File: src/rtl/core/cbd_pkg.sv
`default_nettype none
package cbd_pkg;

  localparam int SizeBits = 32;
  localparam int TotalBits = 32;

  localparam logic [TotalBits-1:0] MaxBodyReset = TotalBits'(2000000000);

  localparam logic [7:0] CharCr = 8'h0d;
  localparam logic [7:0] CharZero = 8'h30;
  localparam logic [7:0] CharNine = 8'h39;
  localparam logic [7:0] CharLowA = 8'h61;
  localparam logic [7:0] CharLowF = 8'h66;
  localparam logic [3:0] HexTen = 4'd10;

  localparam logic KindPayload = 1'b0;
  localparam logic KindEnd = 1'b1;

  typedef enum logic [3:0] {
    PH_LINE = 4'b0001,
    PH_SKIP = 4'b0010,
    PH_DATA = 4'b0100,
    PH_DONE = 4'b1000
  } phase_t;

  typedef struct packed {
    logic [7:0] in_byte;
    logic       start_body;
  } item_t;

  typedef struct packed {
    logic       kind;
    logic [7:0] out_byte;
    logic       too_large;
  } result_t;

  typedef struct packed {
    logic       ok;
    logic [3:0] value;
  } hex_t;

  function automatic hex_t hex_digit(input logic [7:0] b);
    hex_t h;
    h.ok = 1'b0;
    h.value = 4'd0;
    if (b >= CharZero && b <= CharNine) begin
      h.ok = 1'b1;
      h.value = 4'(b - CharZero);
    end else if (b >= CharLowA && b <= CharLowF) begin
      h.ok = 1'b1;
      h.value = 4'(b - CharLowA) + HexTen;
    end
    return h;
  endfunction

endpackage
`default_nettype wire

File: src/rtl/core/cbd_parser.sv
`default_nettype none
module cbd_parser import cbd_pkg::*; (
  input  wire logic                 clk,
  input  wire logic                 rst,
  input  wire logic                 step,
  input  wire item_t                item,
  input  wire logic [TotalBits-1:0] max_body_bytes,
  output logic                      has_result,
  output result_t                   result
);

  phase_t               phase, phase_next;
  logic [SizeBits-1:0]  size_accum, size_accum_next;
  logic                 line_empty, line_empty_next;
  logic                 line_first_zero, line_first_zero_next;
  logic                 line_invalid, line_invalid_next;
  logic [SizeBits-1:0]  bytes_left, bytes_left_next;
  logic [TotalBits-1:0] total_bytes, total_bytes_next;

  phase_t               cur_phase;
  logic [SizeBits-1:0]  cur_accum;
  logic                 cur_empty;
  logic                 cur_first_zero;
  logic                 cur_invalid;
  logic [SizeBits-1:0]  cur_left;
  logic [TotalBits-1:0] cur_total;
  logic [SizeBits-1:0]  line_value;
  logic [SizeBits-1:0]  left_dec;
  hex_t                 digit;

  always_comb begin
    cur_phase = phase;
    cur_accum = size_accum;
    cur_empty = line_empty;
    cur_first_zero = line_first_zero;
    cur_invalid = line_invalid;
    cur_left = bytes_left;
    cur_total = total_bytes;
    if (item.start_body) begin
      cur_phase = PH_LINE;
      cur_accum = '0;
      cur_empty = 1'b1;
      cur_first_zero = 1'b0;
      cur_invalid = 1'b0;
      cur_left = '0;
      cur_total = '0;
    end

    digit = hex_digit(item.in_byte);
    line_value = cur_invalid ? '0 : cur_accum;
    left_dec = cur_left - SizeBits'(1);

    phase_next = cur_phase;
    size_accum_next = cur_accum;
    line_empty_next = cur_empty;
    line_first_zero_next = cur_first_zero;
    line_invalid_next = cur_invalid;
    bytes_left_next = cur_left;
    total_bytes_next = cur_total;
    has_result = 1'b0;
    result = '0;

    case (cur_phase)
      PH_DONE: begin
      end
      PH_SKIP: begin
        phase_next = (cur_left != '0) ? PH_DATA : PH_LINE;
      end
      PH_DATA: begin
        bytes_left_next = left_dec;
        if (cur_total != '1) begin
          total_bytes_next = cur_total + TotalBits'(1);
        end
        if (left_dec == '0) begin
          phase_next = PH_LINE;
        end
        has_result = 1'b1;
        result.kind = KindPayload;
        result.out_byte = item.in_byte;
      end
      PH_LINE: begin
        if (item.in_byte == CharCr) begin
          size_accum_next = '0;
          line_empty_next = 1'b1;
          line_first_zero_next = 1'b0;
          line_invalid_next = 1'b0;
          if (cur_first_zero && line_value == '0) begin
            phase_next = PH_DONE;
            has_result = 1'b1;
            result.kind = KindEnd;
            result.too_large = (cur_total > max_body_bytes);
          end else begin
            bytes_left_next = line_value;
            phase_next = PH_SKIP;
          end
        end else begin
          if (cur_empty) begin
            line_first_zero_next = (item.in_byte == CharZero);
          end
          line_empty_next = 1'b0;
          if (!digit.ok) begin
            line_invalid_next = 1'b1;
          end else if (cur_accum[SizeBits-1 -: 4] != 4'd0) begin
            size_accum_next = '1;
          end else begin
            size_accum_next = {cur_accum[SizeBits-5:0], digit.value};
          end
        end
      end
      default: begin
        phase_next = PH_LINE;
      end
    endcase
  end

  always_ff @(posedge clk) begin
    if (rst) begin
      phase <= PH_LINE;
      size_accum <= '0;
      line_empty <= 1'b1;
      line_first_zero <= 1'b0;
      line_invalid <= 1'b0;
      bytes_left <= '0;
      total_bytes <= '0;
    end else if (step) begin
      phase <= phase_next;
      size_accum <= size_accum_next;
      line_empty <= line_empty_next;
      line_first_zero <= line_first_zero_next;
      line_invalid <= line_invalid_next;
      bytes_left <= bytes_left_next;
      total_bytes <= total_bytes_next;
    end
  end

endmodule
`default_nettype wire

File: src/rtl/core/chunked_body_decoder_core.sv
// Decoder for an HTTP chunked message body, one raw byte per input beat.
// Input channel: item_valid, item_stall and item (in_byte, start_body).
// A beat is taken at a rising edge with item_valid high and item_stall low.
// Output channel: result_valid, result_stall and result (kind, out_byte,
// too_large), taken when result_valid is high and result_stall is low.
// Each input beat gives zero or one output beat: a payload byte, or an end
// of body marker that carries the too large flag.
// Configuration: cfg_valid, cfg_ready and cfg_data write the maximum body
// length. cfg_ready is always high. Writes are to be made while idle;
// the block itself does not enforce this. An input beat passes through
// the input register and the parse logic into the result register.
// Throughput is one byte per cycle while item_stall is low, set by the
// single parse stage. When the receiver stalls, the result register holds
// its beat and the input register still drains bytes that give no result;
// a byte that would give one waits and item_stall rises.
// Reset clears the valid flags of both registers and all parse state, and
// sets the maximum body length to 2000000000.
`default_nettype none
module chunked_body_decoder_core import cbd_pkg::*; (
  input  wire logic                 clk,
  input  wire logic                 rst,
  input  wire logic                 item_valid,
  output logic                      item_stall,
  input  wire item_t                item,
  output logic                      result_valid,
  input  wire logic                 result_stall,
  output result_t                   result,
  input  wire logic                 cfg_valid,
  output logic                      cfg_ready,
  input  wire logic [TotalBits-1:0] cfg_data
);

  logic [TotalBits-1:0] max_body_bytes;
  logic                 held_valid;
  item_t                held;
  logic                 step;
  logic                 has_result;
  result_t              step_result;
  logic                 out_free;

  assign cfg_ready = 1'b1;
  assign out_free = !result_valid || !result_stall;
  assign step = held_valid && (!has_result || out_free);
  assign item_stall = held_valid && !step;

  always_ff @(posedge clk) begin
    if (rst) begin
      max_body_bytes <= MaxBodyReset;
    end else if (cfg_valid && cfg_ready) begin
      max_body_bytes <= cfg_data;
    end
  end

  always_ff @(posedge clk) begin
    if (rst) begin
      held_valid <= 1'b0;
    end else if (item_valid && !item_stall) begin
      held_valid <= 1'b1;
    end else if (step) begin
      held_valid <= 1'b0;
    end
  end

  always_ff @(posedge clk) begin
    if (item_valid && !item_stall) begin
      held <= item;
    end
  end

  cbd_parser u_parser (
    .clk            (clk),
    .rst            (rst),
    .step           (step),
    .item           (held),
    .max_body_bytes (max_body_bytes),
    .has_result     (has_result),
    .result         (step_result)
  );

  always_ff @(posedge clk) begin
    if (rst) begin
      result_valid <= 1'b0;
    end else if (step && has_result) begin
      result_valid <= 1'b1;
    end else if (!result_stall) begin
      result_valid <= 1'b0;
    end
  end

  always_ff @(posedge clk) begin
    if (step && has_result) begin
      result <= step_result;
    end
  end

endmodule
`default_nettype wire

File: config.mk
export PLATFORM = sky130hd
export DESIGN_NAME = chunked_body_decoder_core
export DESIGN_NICKNAME = d
export VERILOG_FILES = /design/src/rtl/core/cbd_pkg.sv /design/src/rtl/core/cbd_parser.sv /design/src/rtl/core/chunked_body_decoder_core.sv
export SDC_FILE = /design/constraint.sdc
export NUM_CORES = 1
export LEC_CHECK = 0
export BUFFER_PORTS_ARGS = -buffer_cell sky130_fd_sc_hd__buf_4
export CORE_UTILIZATION = 40
export CTS_CLUSTER_DIAMETER = 120
export DETAILED_ROUTE_END_ITERATION = 10
export MAX_ROUTING_LAYER = met4
export PLACE_DENSITY = 0.54
export SETUP_SLACK_MARGIN = 0.1
export SLEW_MARGIN = 0
export SYNTH_ARGS = -nofsm -noshare
export SYNTH_HDL_FRONTEND = slang
export SYNTH_SLANG_ARGS = --single-unit
File: constraint.sdc
create_clock -name clk -period 6.27 [get_ports clk]
set_input_delay 0.9405 -clock clk [delete_from_list [all_inputs] [get_ports clk]]
set_output_delay 0.9405 -clock clk [all_outputs]
set_load 0.01 [all_outputs]
==> out/metrics.yaml <==
status: "finished, violations left"
violations: "design-rule violations"
fin_worst_skew_ns: 0.01231
fin_util_pct: 46.75
grt_max_degree: 54
synth_area_um2: 9085
first_global_vias: 7761
cellPowerDensity_nw_per_um2: 240.4
die_w_um: 152.7
drt_iter0_markers: 783
fill_cells: 2248
cts_made_buffers: 17
end_kind: "flop"
arrival_ns: 4.49
hold_viol_final: 0
path_buf_inv: 2
io_pins: 59
core-area_um2: 22030
clockBufferDepth: 2
max_stage_delay_ns: 0.54
path_cells: "buf_4, inv_1, nand2_1, ha_1, nor4b_1, nand4_1, o311ai_2, o211ai_1, nor4_1, nand4_1, o41ai_2, o31a_1"
postSynthNetCount: 1196
path_delay_family: "simple AND/OR/NAND/NOR gates"
cts.reportedPaths.clkPinSlew_ns: 0.07
place_hpwl_um: 18170
grt.overflow.total: 0
postRouteAntennaNets: 0
grt_usage_pct: 23.47
totalWireLength_um: 26260
internal-power_mw: 1.810
yosysTopAreaCellShare_pct: 30.19
die_y_um: 152.7
vias_per_cell: 5.876
cap_violations: 0
synth_common_cells: "140 x nor2_1, 137 x dfxtp_1, 87 x o21ai_0, 72 x nand2_1, 62 x a21oi_1"
setup_tns_ns: 0
cts_root_buf: "clkbuf_16"
synthFlopType: "dfxtp_1"
cts_setup_buffers: 0
finalCritPeriodShare_pct: 65.70
n_antenna_cell: 0
syn_area_per_cell_um2: 8.177
firstDrtPassIters: 8
pwr-share-clk_pct: 46.1
async_flop_share_pct: 0
grt_first_pass_wirelength_um: 42720
yosysTopAreaCell: "dfxtp_1"
final_net_count: 1210
swShare_pct: 26.87
clock_latency_ns: 0.43
register_area_um2: 3313
min_period_ns: 4.119
slowest_stage: "ha_1"
path_class: "flop to flop"
htree_levels: 4
multi_input_area_um2: 5300
crit_top_cell: "nand4_1"
cts-resized-gates: 0
synth_edf_count: 19
max_slew_margin_pct: 25.47
pwr-share-seq_pct: 42.9
cts_tree: "yes"
cp-start-kind: "flop"
p_leak_nw: 3.950
power_switching_mw: 0.6652
holdWs_ns: 0.4864
cts_sinks: 156
pwr-share-comb_pct: 11.0
max_slew.worst_pin.slew_ns: 1.113
yosysWarnings: 0
power_mw: 2.475
finalMaxSlewViolations: 0
ir_drop_v: 0.0001626
start_util_pct: 41.25
synth_area_leaders: "dfxtp_1 30%, edfxtp_1 6.3%, nor2_1 5.8%"
vias: 8332
synthToLayoutAreaGrowth_pct: 13.35
rsz0062_at_grt: "false"
hp-class: "flop to flop"
rows: 54
antenna_found_initial: 0
required_ns: 6.64
ys_seq_area_share_pct: 36.47
post-route-drc-count: 1
critical_path_peak_fanout: 32
routedWlPerCell_um: 18.52
drive_above_1_share_pct: 11.07
synth-seq-cells: 156
design.die.area_um2: 23320
port_buffers: 57
setup_viol: 0
gp_congestion: 0.9927
synth_cell_types: 71
cts_hold_buf: 0
max_freq_mhz: 242.8
synth_cells: 1111
synth_most_common_cell: "nor2_1"
[stage by stage]
stage	setup WS, ns	area [um^2]	instances
after floorplan	2.608	9085	1111
after global routing	1.906	10300	1418
after detailed placement	2.268	9662	1386
after CTS	2.282	10300	1418
final	2.151	10300	1418
after global placement	2.399	9662	1386
[registers in the layout, indices dropped and copies added (netlist names)]
name,count
max_body_bytes,32
u_parser.bytes_left,32
u_parser.size_accum,32
u_parser.total_bytes,32
result,10
held,9
u_parser.phase,4
held_valid,1
result_valid,1
u_parser.line_empty,1
u_parser.line_first_zero,1
u_parser.line_invalid,1
[final cells by class]
type	instances	area share (%)
Multi-Input combinational cell	833	51.47
Inverter	48	1.750
Timing Repair Buffer	69	5.030
Clock inverter	15	2.041
Sequential cell	156	32.17
Tap cell	280	3.402
Clock buffer	17	4.131
[per-layer routing]
layer / global-route usage, % / wire (um) / up-vias
li1: - / - / 4071
met5: - / 0 / -
met4: 5.002 / 261 / 0
met1: 34.38 / 13190 / 3976
met2: 32.61 / 11010 / 266
met3: 4.949 / 1794 / 19
[layout by cell type, fill, tap and decap left out, types with 6 or more instances in the layout]
cell | synthesis | final
a21oi_1 | 62 | 62
mux2i_1 | 23 | 23
clkbuf_16 | 0 | 17
nand3_1 | 28 | 28
o21a_1 | 7 | 7
a22oi_1 | 15 | 15
o21ai_0 | 87 | 87
nor4_1 | 26 | 26
edfxtp_1 | 19 | 19
xor2_1 | 11 | 11
nor2b_1 | 41 | 41
a21o_1 | 12 | 12
a31oi_1 | 7 | 6
buf_4 | 3 | 69
or2_2 | 6 | 6
a211oi_1 | 34 | 34
nand2_1 | 72 | 72
and2_1 | 10 | 10
inv_1 | 48 | 48
nor3_1 | 20 | 20
nor2_1 | 140 | 139
dfxtp_1 | 137 | 137
o211ai_1 | 19 | 19
and3_1 | 10 | 10
xnor2_1 | 25 | 25
o2bb2ai_1 | 22 | 22
or3_1 | 8 | 8
nand4_1 | 25 | 25
ha_1 | 39 | 39
[worst paths after layout]
path	startpoint	endpoint	slack [ns]	cells past startpoint
worst max register to register	held[0]	u_parser.phase[0]	2.15	12
worst min register to register	max_body_bytes[21]	max_body_bytes[21]	0.49	2
worst max-delay path	held[0]	u_parser.phase[0]	2.15	12
worst min-delay path	max_body_bytes[21]	max_body_bytes[21]	0.49	2
[power groups by stage]
| stage | Clock (mW) | Sequential [mW] | Combinational (mW) |
|---|---|---|---|
| floorplan | 0 | 1.07 | 0.193 |
| global placement | 0 | 1.08 | 0.268 |
| detailed placement | 0 | 1.08 | 0.270 |
| CTS | 1.17 | 1.06 | 0.271 |
| global route | 1.20 | 1.07 | 0.301 |
| finish | 1.14 | 1.06 | 0.271 |
[tightest hold or removal path, delay by kind of cell, from the launching register on]
family | cells | cell delay [ns]
flops | 1 | 0.30
compound gates | 1 | 0.07
buf+inv | 1 | 0.06
[kinds of logic after synthesis]
family / synth area share [%]
xor+xnor: 3.471
buf+inv: 5.440
flops: 36.47
other cells: 0.04128
mux: 2.658
compound gates: 22.28
simple gates: 24.27
fa+ha+maj: 5.371
Power figures use the tool's default switching activity.
